==> src/hw/rtl/eot_pkg.sv <==
// Shared types, constants and functions of the encoder odometry tracker.
`default_nettype none
package eot_pkg;

   localparam int CORDIC_STEPS_DEFAULT = 16;
   localparam int ATAN_ENTRIES         = 24;
   localparam int QUEUE_DEPTH          = 4;

   localparam logic [31:0] INV_WHEEL_BASE_RESET     = 32'd546047;
   localparam logic [23:0] INV_TICKS_PER_UNIT_RESET = 24'd573776;

   localparam logic signed [31:0] TWO_PI_Q24  = 32'sd105414357;
   localparam logic signed [31:0] PI_Q24      = 32'sd52707179;
   localparam logic signed [31:0] HALF_PI_Q24 = 32'sd26353589;
   localparam logic signed [33:0] GAIN_Q30    = 34'sd652032874;

   localparam logic signed [47:0] ACC_MAX = 48'sh7FFF_FFFF_FFFF;
   localparam logic signed [47:0] ACC_MIN = 48'sh8000_0000_0000;

   typedef enum logic {
      REG_INV_WHEEL_BASE     = 1'b0,
      REG_INV_TICKS_PER_UNIT = 1'b1
   } reg_index_type;

   typedef enum logic [1:0] {
      MODE_LEFT   = 2'd0,
      MODE_RIGHT  = 2'd1,
      MODE_UPDATE = 2'd2,
      MODE_NONE   = 2'd3
   } mode_type;

   typedef struct packed {
      mode_type op;
      logic     up;
   } cmd_type;

   typedef enum logic [3:0] {
      ST_IDLE,
      ST_SUM,
      ST_DIST,
      ST_HMUL,
      ST_HSUM,
      ST_CSTART,
      ST_ROT,
      ST_SMUL,
      ST_SADD,
      ST_UMUL,
      ST_PUSH
   } back_state_type;

   typedef enum logic [2:0] {
      C_IDLE,
      C_MOD,
      C_RANGE,
      C_ROT,
      C_DONE
   } cordic_state_type;

   function automatic logic [23:0] atan_q24(input logic [4:0] idx);
      logic [23:0] v;
      unique case (idx)
         5'd0:  v = 24'd13176795;
         5'd1:  v = 24'd7778716;
         5'd2:  v = 24'd4110060;
         5'd3:  v = 24'd2086331;
         5'd4:  v = 24'd1047214;
         5'd5:  v = 24'd524117;
         5'd6:  v = 24'd262123;
         5'd7:  v = 24'd131069;
         5'd8:  v = 24'd65536;
         5'd9:  v = 24'd32768;
         5'd10: v = 24'd16384;
         5'd11: v = 24'd8192;
         5'd12: v = 24'd4096;
         5'd13: v = 24'd2048;
         5'd14: v = 24'd1024;
         5'd15: v = 24'd512;
         5'd16: v = 24'd256;
         5'd17: v = 24'd128;
         5'd18: v = 24'd64;
         5'd19: v = 24'd32;
         5'd20: v = 24'd16;
         5'd21: v = 24'd8;
         5'd22: v = 24'd4;
         5'd23: v = 24'd2;
         default: v = 24'd0;
      endcase
      return v;
   endfunction

   function automatic logic signed [31:0] sat32(input logic neg, input logic [57:0] mag);
      logic signed [31:0] r;
      if (neg) begin
         if (mag > 58'h8000_0000) r = 32'sh8000_0000;
         else                     r = -$signed(mag[31:0]);
      end else begin
         if (mag > 58'h7FFF_FFFF) r = 32'sh7FFF_FFFF;
         else                     r = $signed(mag[31:0]);
      end
      return r;
   endfunction

   function automatic logic signed [15:0] bump16(input logic signed [15:0] c, input logic up);
      logic signed [15:0] r;
      if (up) r = (c != 16'sh7FFF) ? c + 16'sd1 : c;
      else    r = (c != 16'sh8000) ? c - 16'sd1 : c;
      return r;
   endfunction

endpackage
`default_nettype wire

==> src/hw/rtl/eot_front.sv <==
// Front end: accepts input words, classifies them and queues the commands.
`default_nettype none
module eot_front (
   input  wire logic             clock,
   input  wire logic             reset,
   input  wire logic             req_push,
   input  wire logic [1:0]       req_mode,
   input  wire logic             req_dir_level,
   output logic                  req_full,
   output logic                  cmd_valid,
   input  wire logic             cmd_ready,
   output eot_pkg::cmd_type      cmd
);
   import eot_pkg::*;

   localparam int PW = $clog2(QUEUE_DEPTH);
   localparam int CW = $clog2(QUEUE_DEPTH + 1);

   cmd_type         queue_ff [QUEUE_DEPTH];
   logic [PW-1:0]   wr_ptr_ff, wr_ptr_in;
   logic [PW-1:0]   rd_ptr_ff, rd_ptr_in;
   logic [CW-1:0]   count_ff, count_in;
   cmd_type         new_cmd;
   logic            do_push;
   logic            do_pop;

   always_comb begin
      new_cmd.op = mode_type'(req_mode);
      new_cmd.up = (new_cmd.op == MODE_RIGHT) ? ~req_dir_level : req_dir_level;
   end

   assign req_full  = (count_ff == CW'(QUEUE_DEPTH));
   assign cmd_valid = (count_ff != '0);
   assign cmd       = queue_ff[rd_ptr_ff];
   assign do_push   = req_push & ~req_full;
   assign do_pop    = cmd_valid & cmd_ready;

   always_comb begin
      wr_ptr_in = do_push ? wr_ptr_ff + 1'b1 : wr_ptr_ff;
      rd_ptr_in = do_pop ? rd_ptr_ff + 1'b1 : rd_ptr_ff;
      count_in  = count_ff;
      if (do_push && !do_pop) count_in = count_ff + 1'b1;
      else if (!do_push && do_pop) count_in = count_ff - 1'b1;
   end

   always_ff @(posedge clock) begin
      if (reset) begin
         wr_ptr_ff <= '0;
         rd_ptr_ff <= '0;
         count_ff  <= '0;
      end else begin
         wr_ptr_ff <= wr_ptr_in;
         rd_ptr_ff <= rd_ptr_in;
         count_ff  <= count_in;
      end
   end

   always_ff @(posedge clock) begin
      if (do_push) begin
         queue_ff[wr_ptr_ff] <= new_cmd;
      end
   end

endmodule
`default_nettype wire

==> config.mk <==
export PLATFORM = sky130hd
export DESIGN_NAME = eot_front
export DESIGN_NICKNAME = d
export VERILOG_FILES = /design/src/hw/rtl/eot_pkg.sv /design/src/hw/rtl/eot_front.sv
export SDC_FILE = /design/constraint.sdc
export NUM_CORES = 1
export LEC_CHECK = 0
export BUFFER_PORTS_ARGS = -buffer_cell sky130_fd_sc_hd__buf_2
export CORE_MARGIN = 2
export CORE_UTILIZATION = 58
export CTS_CLUSTER_SIZE = 16
export DETAILED_ROUTE_END_ITERATION = 6
export PLACE_DENSITY = 0.8
export SETUP_SLACK_MARGIN = 0.02
export SYNTH_ARGS = -nofsm -noshare
export SYNTH_HDL_FRONTEND = slang
export SYNTH_SLANG_ARGS = --single-unit
==> constraint.sdc <==
create_clock -name clock -period 4.1 [get_ports clock]
set_clock_uncertainty 0.15 [all_clocks]
set_input_delay 0.82 -clock clock [delete_from_list [all_inputs] [get_ports clock]]
set_output_delay 0.82 -clock clock [all_outputs]
set_load 0.005 [all_outputs]
==> impl_summary.md <==
Final layout
The post-layout net count is 93. Summing all multi-input logic gate instances after layout gives 353 sq um. The count of placed standard cells in the final layout, fillers left out is 95. The filler cell count is 111. The total non-filler cell area in the finished layout is 1010 sq um. Leaving out fill and tap cells, the most frequent cell in the layout is edfxtp_1. At the end of the flow the core is filled with cells to 0.682. In the layout the commonest cells are 12 x edfxtp_1, 11 x buf_2, 9 x dfxtp_1. 0 antenna diodes ended up in the layout. The layout overhead on the synthesized area is 10.8%. The fraction of layout cells with a size suffix above 1 is 0.278.

Summing all flip-flop and latch instances after layout gives 541 sq um.

Floorplanning
The initial standard-cell utilization of the core is 0.615. Pin placement for this block handled 12 I/O pins. The floorplan die area is ~1900 sq um.

The floorplan has 14 rows. The y dimension of the die is 43.7 microns. The area of the placeable core is approximately 1500 sq um. The x dimension of the die is 43.7 microns.

Setup path
For the worst setup path, the data arrival time is 2.45 ns. The critical path starts at req_push. The capturing element of the worst setup path is count_ff[2]$_SDFFE_PP0P_. The cell count along the critical path is 9.

The kind of end point of the critical path is a flip-flop. The end of the worst register-to-register path is count_ff[2]$_SDFFE_PP0P_. The largest individual stage delay along the critical path comes from the cell fa_1. The most repeated library cell on the critical path is inv_1. The sum of buffers and inverters on the critical path is 3. The maximum fanout along the worst path is 6.

The launching point of the worst reg2reg path is count_ff[0]$_SDFFE_PP0P_. In this design, the largest share of critical-path delay is due to adder cells. In this design, the stage delay of the slowest critical-path cell is 0.37 ns. The critical path is of the in2reg type. The cell count of the worst reg-to-reg path is 8. For the worst setup path, the data required time is 4.19 ns. Traced cell by cell, the critical path runs through buf_2 > inv_1 > nor2_2 > ha_1 > inv_1 > fa_1 > xor2_1 > or3_1 > a21oi_1. For flop-to-flop paths, the worst setup slack is 1.78 ns. STA classifies the critical path startpoint as an input port.

CTS
The number of buffers inserted for hold repair after clock tree synthesis is 0. The number of buffers created by CTS is 3. The clock tree root buffer cell is clkbuf_4. The clock net in this run drives a total of 21 sinks. The clock latency at the later pin of the worst-skew pair is 0.29 ns. The clock passes through at most 2 buffers. The post-cts repair resize count is 0. The clock transition at the registers of the reported paths is 0.11 ns. The CTS tree is yes.

The level count of the clock H-tree is 1. The post-CTS setup buffer count is 0.

Timing
The time the final worst path needs with I/O delays and setup is 2.36 ns. Setup repair after global routing left no endpoint under its margin. The final critical-path share of the clock period is 0.575.

Setup violations remaining at the end of the flow were counted as 0. The total count of max-transition violations in the final report is 0. At the pin with the least slew margin, the transition time is 0.311 ns. The fmax is 424 MHz. The relative slew slack is 0.791.

The post-route worst setup slack is 1.74 ns. The number of endpoints with negative hold slack in the final report was 0. The final total negative setup slack is 0 ns. Hold timing on the final database bottoms out at a slack of 0.406 ns.

Synth
The number of nets handed over by synthesis was 78. The flop and latch count out of synthesis is 21. Of the synthesized area, sequential elements account for 0.590.

The netlist uses 21 different library cells. After synthesis, the mean cell area works out to 14.1 sq um. Yosys printed 0 warnings. In this run the cell area of the synthesized design comes to around 920 sq um. The post-synthesis cell count is 65.

Run status
The flow ran to the end, and the final reports show no timing, DRC or antenna violations.

Place
The HPWL after detailed placement is 983 microns. The placed instance area is 987 sq um. The weighted congestion at the end of routability-driven global placement is 0.658. The number of input and output port buffers inserted is 11. Including well taps, the total number of placed cells is 91.

The pre-CTS setup slack is 1.42 ns.

Global route
The largest net degree at the start of global routing is 13. The sum of overflow across all layers after global routing is 0. The global-route wire length before repair is 2.08 mm. The total routing resource utilization after global routing is 0.160. The number of antenna violations at the first check in global routing is 0. The via count of the first global-routing pass is approximately 490.

Route
For this block, the routed nets add up to 1.26 mm of wire. The DRC violations left is 0. Dividing the detail-routed wire length by the instance count gives 13.3 microns. Dividing the detail-routed via count by the number of cells gives about 5.4. The first detailed-routing pass took 4 iterations. The count of nets left with antenna violations once routing finished came out at 0. In this run, the number of DRC markers left after iteration 0 of detailed routing was 10. Detailed routing inserted a total of 511 vias.

Min path
The class of the worst hold path is reg2reg.

Power
The switching part of the total is 0.306. Overall power consumption after layout is estimated at 0.561 mW. The reported leakage power is 0.403 nW.

The internal power is just under 0.4 mW. The sequential share of power is 0.534. The cell area power density is 553 nW/um^2.

The part of the total power dissipated in combinational logic is 0.298. Of the total power, the clock network draws 0.168. Across the VDD grid, the largest voltage drop is around 0.37 mV. The power spent charging and discharging nets is 0.171 mW.

Run
The max capacitance violation total is 0.
Yosys cell counts, drive strengths merged:
cell	number	area, sq um
a21oi	2	10.0
and2	4	25.0
clkbuf	1	3.75
dfxtp	9	180
edfxtp	12	360
fa	1	20.0
ha	5	62.6
inv	5	18.8
mux2i	1	10.0
mux4	3	67.6
nand2b	1	6.26
nor2	6	25.0
nor3b	1	12.5
o21ai	2	10.0
o311ai	1	8.76
o31ai	2	25.0
or3	3	18.8
or4	1	7.51
xnor2	1	8.76
xor2	4	35.0
worst min-delay path: stages, from the launching register on:
cell and delay (ns):
dfxtp_1 0.36, o21ai_0 0.09, a21oi_1 0.07
cell type report:
| type | count | area share |
|---|---|---|
| clock buffer | 3 | 0.0222 |
| sequential | 21 | 0.533 |
| multi-input combinational | 38 | 0.348 |
| clock inverter | 1 | 0.00493 |
| tap | 16 | 0.0197 |
| timing repair buffer | 11 | 0.0543 |
| inverter | 5 | 0.0185 |
cells by family (layout without fill, tap and decap cells):
group / after synthesis / after routing / synth area share
flip-flops: 21 / 21 / 0.590
AND/OR/NAND/NOR: 16 / 16 / 0.104
AO/OA/AOI/OAI: 7 / 7 / 0.0587
adder cells (fa/ha/maj): 6 / 6 / 0.0902
multiplexers: 4 / 4 / 0.0847
buffers and inverters: 6 / 20 / 0.0246
XOR/XNOR: 5 / 5 / 0.0478
routing by layer:
metal / global-route usage / wire length [microns]
met1: 0.176 / 538
met2: 0.268 / 666
met3: 0.0542 / 56
met4: 0.0909 / 0
met5: 0 / 0
worst min path at each step:
stage | to | start | slack [ns] | depth (start not counted)
2_1_floorplan | flip-flop | rd_ptr_ff[1]$_SDFFE_PP0P_ | 0.33 | 2
3_5_place_dp | rd_ptr_ff[0]$_SDFFE_PP0P_ | rd_ptr_ff[0]$_SDFFE_PP0P_ | 0.38 | 2
6_report | wr_ptr_ff[0]$_SDFFE_PP0P_ | wr_ptr_ff[0]$_SDFFE_PP0P_ | 0.41 | 2
5_1_grt | wr_ptr_ff[0]$_SDFFE_PP0P_ | wr_ptr_ff[0]$_SDFFE_PP0P_ | 0.43 | 2
3_3_place_gp | rd_ptr_ff[1]$_SDFFE_PP0P_ | rd_ptr_ff[1]$_SDFFE_PP0P_ | 0.36 | 2
4_1_cts | wr_ptr_ff[0]$_SDFFE_PP0P_ | wr_ptr_ff[0]$_SDFFE_PP0P_ | 0.40 | 2
power groups by stage:
stage                     sequential [mW]  combinational (mW)  clock [mW]
after detailed placement            0.305               0.168           0
after global routing                0.307               0.187       0.108
after CTS                           0.300               0.169      0.0991
after floorplan                     0.296               0.124           0
final                               0.299               0.167      0.0945
after global placement              0.303               0.163           0
flip-flops by register name, summed over array words and instances (netlist names), named ones only:
| name | count |
|---|---|
| queue_ff | 12 |
| count_ff | 3 |
| rd_ptr_ff | 2 |
| wr_ptr_ff | 2 |
No activity file was read; power rests on OpenSTA's default activity.
