--- src/hw/rtl/eot_pkg.sv ---
// Shared types, constants and functions of the encoder odometry tracker.
`default_nettype none
package eot_pkg;

   localparam int CORDIC_STEPS_DEFAULT = 16;
   localparam int ATAN_ENTRIES         = 24;
   localparam int QUEUE_DEPTH          = 4;

   localparam logic [31:0] INV_WHEEL_BASE_RESET     = 32'd546047;
   localparam logic [23:0] INV_TICKS_PER_UNIT_RESET = 24'd573776;

   localparam logic signed [31:0] TWO_PI_Q24  = 32'sd105414357;
   localparam logic signed [31:0] PI_Q24      = 32'sd52707179;
   localparam logic signed [31:0] HALF_PI_Q24 = 32'sd26353589;
   localparam logic signed [33:0] GAIN_Q30    = 34'sd652032874;

   localparam logic signed [47:0] ACC_MAX = 48'sh7FFF_FFFF_FFFF;
   localparam logic signed [47:0] ACC_MIN = 48'sh8000_0000_0000;

   typedef enum logic {
      REG_INV_WHEEL_BASE     = 1'b0,
      REG_INV_TICKS_PER_UNIT = 1'b1
   } reg_index_type;

   typedef enum logic [1:0] {
      MODE_LEFT   = 2'd0,
      MODE_RIGHT  = 2'd1,
      MODE_UPDATE = 2'd2,
      MODE_NONE   = 2'd3
   } mode_type;

   typedef struct packed {
      mode_type op;
      logic     up;
   } cmd_type;

   typedef enum logic [3:0] {
      ST_IDLE,
      ST_SUM,
      ST_DIST,
      ST_HMUL,
      ST_HSUM,
      ST_CSTART,
      ST_ROT,
      ST_SMUL,
      ST_SADD,
      ST_UMUL,
      ST_PUSH
   } back_state_type;

   typedef enum logic [2:0] {
      C_IDLE,
      C_MOD,
      C_RANGE,
      C_ROT,
      C_DONE
   } cordic_state_type;

   function automatic logic [23:0] atan_q24(input logic [4:0] idx);
      logic [23:0] v;
      unique case (idx)
         5'd0:  v = 24'd13176795;
         5'd1:  v = 24'd7778716;
         5'd2:  v = 24'd4110060;
         5'd3:  v = 24'd2086331;
         5'd4:  v = 24'd1047214;
         5'd5:  v = 24'd524117;
         5'd6:  v = 24'd262123;
         5'd7:  v = 24'd131069;
         5'd8:  v = 24'd65536;
         5'd9:  v = 24'd32768;
         5'd10: v = 24'd16384;
         5'd11: v = 24'd8192;
         5'd12: v = 24'd4096;
         5'd13: v = 24'd2048;
         5'd14: v = 24'd1024;
         5'd15: v = 24'd512;
         5'd16: v = 24'd256;
         5'd17: v = 24'd128;
         5'd18: v = 24'd64;
         5'd19: v = 24'd32;
         5'd20: v = 24'd16;
         5'd21: v = 24'd8;
         5'd22: v = 24'd4;
         5'd23: v = 24'd2;
         default: v = 24'd0;
      endcase
      return v;
   endfunction

   function automatic logic signed [31:0] sat32(input logic neg, input logic [57:0] mag);
      logic signed [31:0] r;
      if (neg) begin
         if (mag > 58'h8000_0000) r = 32'sh8000_0000;
         else                     r = -$signed(mag[31:0]);
      end else begin
         if (mag > 58'h7FFF_FFFF) r = 32'sh7FFF_FFFF;
         else                     r = $signed(mag[31:0]);
      end
      return r;
   endfunction

   function automatic logic signed [15:0] bump16(input logic signed [15:0] c, input logic up);
      logic signed [15:0] r;
      if (up) r = (c != 16'sh7FFF) ? c + 16'sd1 : c;
      else    r = (c != 16'sh8000) ? c - 16'sd1 : c;
      return r;
   endfunction

endpackage
`default_nettype wire

--- src/hw/rtl/eot_cordic.sv ---
// Iterative CORDIC that reduces a Q7.24 angle and returns its cosine and sine in Q30.
`default_nettype none
module eot_cordic #(
   parameter int CORDIC_STEPS = eot_pkg::CORDIC_STEPS_DEFAULT
) (
   input  wire logic               clock,
   input  wire logic               reset,
   input  wire logic               start,
   input  wire logic signed [31:0] angle,
   output logic                    done,
   output logic signed [33:0]      cos_q30,
   output logic signed [33:0]      sin_q30
);
   import eot_pkg::*;

   localparam int NSTEPS = (CORDIC_STEPS < ATAN_ENTRIES) ? CORDIC_STEPS : ATAN_ENTRIES;

   cordic_state_type   state_ff, state_in;
   logic [2:0]         k_ff;
   logic [31:0]        mag_ff;
   logic               neg_ff;
   logic [4:0]         i_ff;
   logic signed [31:0] z_ff;
   logic signed [33:0] x_ff, y_ff;
   logic               flip_ff;
   logic [31:0]        sub_val;
   logic signed [31:0] zr, za;
   logic               flip_a;
   logic signed [33:0] xs, ys;
   logic signed [31:0] at;

   always_comb begin
      state_in = state_ff;
      unique case (state_ff)
         C_IDLE:  if (start) state_in = C_MOD;
         C_MOD:   if (k_ff == 3'd0) state_in = C_RANGE;
         C_RANGE: state_in = C_ROT;
         C_ROT:   if (i_ff == 5'(NSTEPS - 1)) state_in = C_DONE;
         C_DONE:  state_in = C_IDLE;
         default: state_in = C_IDLE;
      endcase
   end

   always_comb begin
      done = (state_ff == C_DONE);
   end

   always_ff @(posedge clock) begin
      if (reset) state_ff <= C_IDLE;
      else       state_ff <= state_in;
   end

   assign sub_val = $unsigned(TWO_PI_Q24) << k_ff;

   always_comb begin
      zr = neg_ff ? -$signed(mag_ff) : $signed(mag_ff);
      if (zr > PI_Q24) zr = zr - TWO_PI_Q24;
      else if (zr < -PI_Q24) zr = zr + TWO_PI_Q24;
      flip_a = 1'b0;
      za     = zr;
      if (zr > HALF_PI_Q24) begin
         za     = zr - PI_Q24;
         flip_a = 1'b1;
      end else if (zr < -HALF_PI_Q24) begin
         za     = zr + PI_Q24;
         flip_a = 1'b1;
      end
   end

   assign xs = x_ff >>> i_ff;
   assign ys = y_ff >>> i_ff;
   assign at = $signed({8'd0, atan_q24(i_ff)});

   always_ff @(posedge clock) begin
      unique case (state_ff)
         C_IDLE: begin
            neg_ff <= angle[31];
            mag_ff <= angle[31] ? 32'(-angle) : angle;
            k_ff   <= 3'd4;
         end
         C_MOD: begin
            if (mag_ff >= sub_val) mag_ff <= mag_ff - sub_val;
            k_ff <= k_ff - 3'd1;
         end
         C_RANGE: begin
            z_ff    <= za;
            flip_ff <= flip_a;
            x_ff    <= GAIN_Q30;
            y_ff    <= '0;
            i_ff    <= '0;
         end
         C_ROT: begin
            if (!z_ff[31]) begin
               x_ff <= x_ff - ys;
               y_ff <= y_ff + xs;
               z_ff <= z_ff - at;
            end else begin
               x_ff <= x_ff + ys;
               y_ff <= y_ff - xs;
               z_ff <= z_ff + at;
            end
            i_ff <= i_ff + 5'd1;
         end
         C_DONE: begin
         end
         default: begin
         end
      endcase
   end

   assign cos_q30 = flip_ff ? -x_ff : x_ff;
   assign sin_q30 = flip_ff ? -y_ff : y_ff;

endmodule
`default_nettype wire

--- config.mk ---
export PLATFORM = sky130hd
export DESIGN_NAME = eot_cordic
export DESIGN_NICKNAME = d
export VERILOG_FILES = /design/src/hw/rtl/eot_pkg.sv /design/src/hw/rtl/eot_cordic.sv
export SDC_FILE = /design/constraint.sdc
export NUM_CORES = 1
export LEC_CHECK = 0
export BUFFER_PORTS_ARGS = -buffer_cell sky130_fd_sc_hd__buf_2
export CORE_ASPECT_RATIO = 1.75
export CORE_MARGIN = 2
export CORE_UTILIZATION = 25
export CTS_BUF_LIST = sky130_fd_sc_hd__clkbuf_8 sky130_fd_sc_hd__clkbuf_16
export DETAILED_ROUTE_END_ITERATION = 12
export MAX_ROUTING_LAYER = met4
export PLACE_DENSITY = 0.37
export SLEW_MARGIN = 10
export SYNTH_ARGS = -nofsm -noshare
export SYNTH_HDL_FRONTEND = slang
export SYNTH_SLANG_ARGS = --single-unit
--- constraint.sdc ---
create_clock -name clock -period 10.2 [get_ports clock]
set_clock_uncertainty 0.05 [all_clocks]
set_input_delay 0.51 -clock clock [delete_from_list [all_inputs] [get_ports clock]]
set_output_delay 0.51 -clock clock [all_outputs]
set_load 0.02 [all_outputs]
==> key figures <==
Run status
  – Status: finished, final reports clean

Clock tree
  – Post-CTS sizing: 0
  – H-tree levels: 4
  – TritonCTS buffer count: 17
  – TritonCTS clock tree: done
  – Number of buffers inserted by hold repair at cts: 0
  – Clock tree buffer depth: 2
  – Clock Pin Slew Worst Setup and Hold Paths: 80 ps
  – # clock sinks: 169
  – CTS Root Buffer Type: clkbuf_16
  – Post-CTS Repair Setup Buffers: 0
  – Worst skew pair latency: 540 ps

Power
  – Post-layout power: 9.00 mW
  – Worst voltage drop across the vdd grid: 0.000195 V
  – Leakage power: 9.98 nW
  – Power density relative to cell area: 331 nW/um2

Synth
  – Count of state elements after synthesis: 169
  – Number of library cell types mapped by synthesis: 105
  – Avg Inst Size Synth: 7.82 um2
  – Post-synthesis xor/xnor area fraction: 13.5%
  – Post-synthesis simple-gate area fraction: 22.0%
  – Share of flip-flops with an asynchronous set or reset after synthesis: 0%
  – Sequential element share of the synthesized area: 19.4%
  – Synthesis Warnings: 0
  – Top cells by area, synth: edfxtp_1, xnor2_1, ha_1
  – Synth Area in Adders: 8.15%
  – Synthesized instance count: 3169
  – Count of flip-flops with a built-in enable after synthesis: 142
  – Mapped Nets: 3363
  – Synth Area in Compound Gates: 23.5%
  – Flip-flop cell with the highest count after synthesis: edfxtp_1
  – Multiplexer area fraction after synthesis: 8.92%
  – Largest family of logic cells by synthesized area: compound AO/OA/AOI/OAI gates
  – Biggest area consumer among synthesized cells: edfxtp_1
  – Share of Yosys cell area claimed by the top area cell type: 17.2%
  – Cell area after synthesis: 24800 um2

STA
  – Unrepaired setup endpoints after global routing: false
  – Final worst-path cycle share: 80.3%
  – Worst-Margin Slew: 1440 ps
  – Final-report max-slew violation count: 0
  – Count of endpoints failing hold in the final timing report: 0
  – Final setup slack of the worst path: 2010 ps
  – Max Fclk: 122 MHz
  – Remaining max-slew budget at the tightest pin: 3.09%
  – Total negative slack: 0 ps
  – Final setup violating endpoints: 0
  – Worst hold margin: 121 ps
  – Final min period: 8190 ps

Min path
  – Min-Delay Startpoint: reset
  – Hold Crit Class: in2reg
  – Number of stages on the worst hold path: 2
  – Worst Hold Path EP: state_ff[1]$_SDFFE_PP0P_

Finish
  – Area of combinational cells with multiple inputs: 18900 um2
  – Syn-to-layout area delta: 9.74%
  – Most common library cell in the layout ignoring fill and taps: nand2_1
  – Layout fillers: 10900
  – Utilization after layout: 27.7%
  – Final non-filler cell area: 27200 um2
  – Fraction of final layout cells sized beyond drive strength 1: 10.4%
  – Register cell area after layout: 4800 um2
  – Top library cells by usage in the layout, fill and taps aside: nand2_1, nor2_1, xnor2_1, a21oi_1, o21ai_0
  – Number of non-filler instances in the completed layout: 4481
  – Final net count: 3351

Routing
  – Routed len/inst: 23.5 um
  – Total wire length: 105000 um
  – Vias per inst: 5.30
  – DRC: 0
  – Via total after detailed routing: 23700
  – Iteration count of the initial detailed-routing pass: 7
  – Post-detailed-route count of antenna-violating nets: 0
  – First-iteration detailed-routing DRC count: 1362

Floorplanning
  – Count of pins on the block boundary: 104
  – Initial core utilization: 25.3%
  – Vert. Die Dim: 421 um
  – Standard cell core area: 98100 um2
  – Die Span X: 242 um
  – Full die area: 102000 um2
  – Cell row count: 152

Global route
  – Met2 Track Usage GR: 42.7%
  – GR peak layer: met2
  – Antenna violations before repair: 1
  – Combined global-route utilization of all metal layers: 21.0%
  – Wire length of the first global-routing pass: 155000 um
  – Vias in the first global route: 24400
  – Remaining global-route overflow: 0
  – Maximum number of pins on one net before global-route repair: 81
  – Met3 track utilization from global routing: 2.25%
  – GRT met1 Usage: 17.3%

Setup path
  – Capture point of the worst reg-to-reg path: z_ff[17]$_DFFE_PN_
  – Startpoint class of the critical path: flop
  – Largest fanout on the critical path: 20
  – R2R depth: 20
  – Type of the worst setup path: reg2reg
  – Critical Path Sink Type: flop
  – Arrival @ worst endpoint: 8390 ps
  – Crit path required time: 10400 ps
  – Origin of the critical flop-to-flop path: mag_ff[0]$_DFFE_PP_
  – Worst path max stage delay: 820 ps
  – Crit path max-delay cell type: and3_1
  – Most common cell type on the critical path: inv_1
  – Reg2reg setup slack: 2010 ps
  – Cell chain of the critical path: inv_1, ha_1, inv_1, or4_4, o31ai_4, xor2_2, or4_1, o211ai_1, and3_1, o32ai_1, xnor2_1, nand4_1, or4b_4, o41ai_2, a2bb2oi_2, buf_4, nor2_1, a32oi_1, xor2_1, a21oi_1

Job
  – Number of maximum-capacitance constraint violations: 0

Placed design
  – Routability congestion estimate from global placement: 0.989
  – Number of buffers inserted by port buffering: 103
  – Cell area after placement: 26600 um2
  – Cell count after placement: 4447
  – DP Wirelength: 84700 um
  – Worst Setup Slack post-DPL: 1980 ps
critical path: cells and delay by family, from the launching register on:
kind | cells | cell delay (ps)
XOR/XNOR | 3 | 960
buffers and inverters | 3 | 850
AND/OR/NAND/NOR | 6 | 2860
adder cells (fa/ha/maj) | 1 | 400
flip-flops | 1 | 600
AO/OA/AOI/OAI | 7 | 2140
report_power, final:
| group | leakage [nW] | internal, mW | switching (mW) | total (mW) |
|---|---|---|---|---|
| Clock | 0.307 | 0.372 | 0.365 | 0.737 |
| Sequential | 1.52 | 1.09 | 0.304 | 1.40 |
| Combinational | 8.15 | 2.61 | 4.26 | 6.87 |
Yosys cell counts (42+ instances only):
| cell | n |
|---|---|
| nor2b_1 | 42 |
| o31ai_1 | 42 |
| nor2_1 | 314 |
| mux4_2 | 56 |
| xnor2_1 | 259 |
| a21oi_1 | 256 |
| clkbuf_1 | 121 |
| nand2_1 | 333 |
| mux2i_1 | 60 |
| ha_1 | 155 |
| nand3_1 | 63 |
| nor3_1 | 84 |
| edfxtp_1 | 142 |
| inv_1 | 106 |
| xor2_1 | 117 |
| o21ai_0 | 231 |
cells by family (layout without fill, tap and decap cells):
logic type               Yosys count  after routing
AO/OA/AOI/OAI                    904            904
multiplexers                     147            147
adder cells (fa/ha/maj)          159            159
flip-flops                       169            169
XOR/XNOR                         380            380
other                              0              2
AND/OR/NAND/NOR                 1128           1128
buffers and inverters            282            283
worst max-delay path by stage:
stage                        start                      to  slack [ps]  depth (start not counted)
3_5_place_dp   mag_ff[0]$_DFFE_PP_      z_ff[17]$_DFFE_PN_        1980                         20
4_1_cts        mag_ff[0]$_DFFE_PP_      z_ff[17]$_DFFE_PN_        1970                         20
2_1_floorplan    i_ff[0]$_DFFE_PN_  y_ff[32]$_SDFFCE_PN0N_        2360                         34
6_report       mag_ff[0]$_DFFE_PP_      z_ff[17]$_DFFE_PN_        2010                         20
3_3_place_gp   mag_ff[0]$_DFFE_PP_      z_ff[17]$_DFFE_PN_        2130                         20
5_1_grt        mag_ff[0]$_DFFE_PP_      z_ff[17]$_DFFE_PN_        1460                         20
per-layer routing:
layer  part of all wire, %  vias to the layer above
met5                     0                        -
met3                   2.3                      229
met1                    32                    11300
met2                    58                      543
met4                   7.9                        0
li1                      -                    11700
registers in the layout (all words and copies together), names as in the netlist, 3 cells and up:
| signal | flops |
|---|---|
| x_ff | 34 |
| k_ff | 3 |
| i_ff | 5 |
| y_ff | 34 |
| mag_ff | 32 |
| at | 24 |
| state_ff | 3 |
| z_ff | 32 |
area by class of cell:
| cell class | instances | area share, % |
|---|---|---|
| Tap cell | 1309 | 6.02 |
| Antenna cell | 2 | 0.0184 |
| Clock buffer | 22 | 1.94 |
| Multi-Input combinational cell | 2718 | 69.5 |
| Clock inverter | 10 | 0.276 |
| Inverter | 109 | 1.51 |
| Timing Repair Buffer | 142 | 3.11 |
| Sequential cell | 169 | 17.7 |
(Power assumes the default switching activity.)
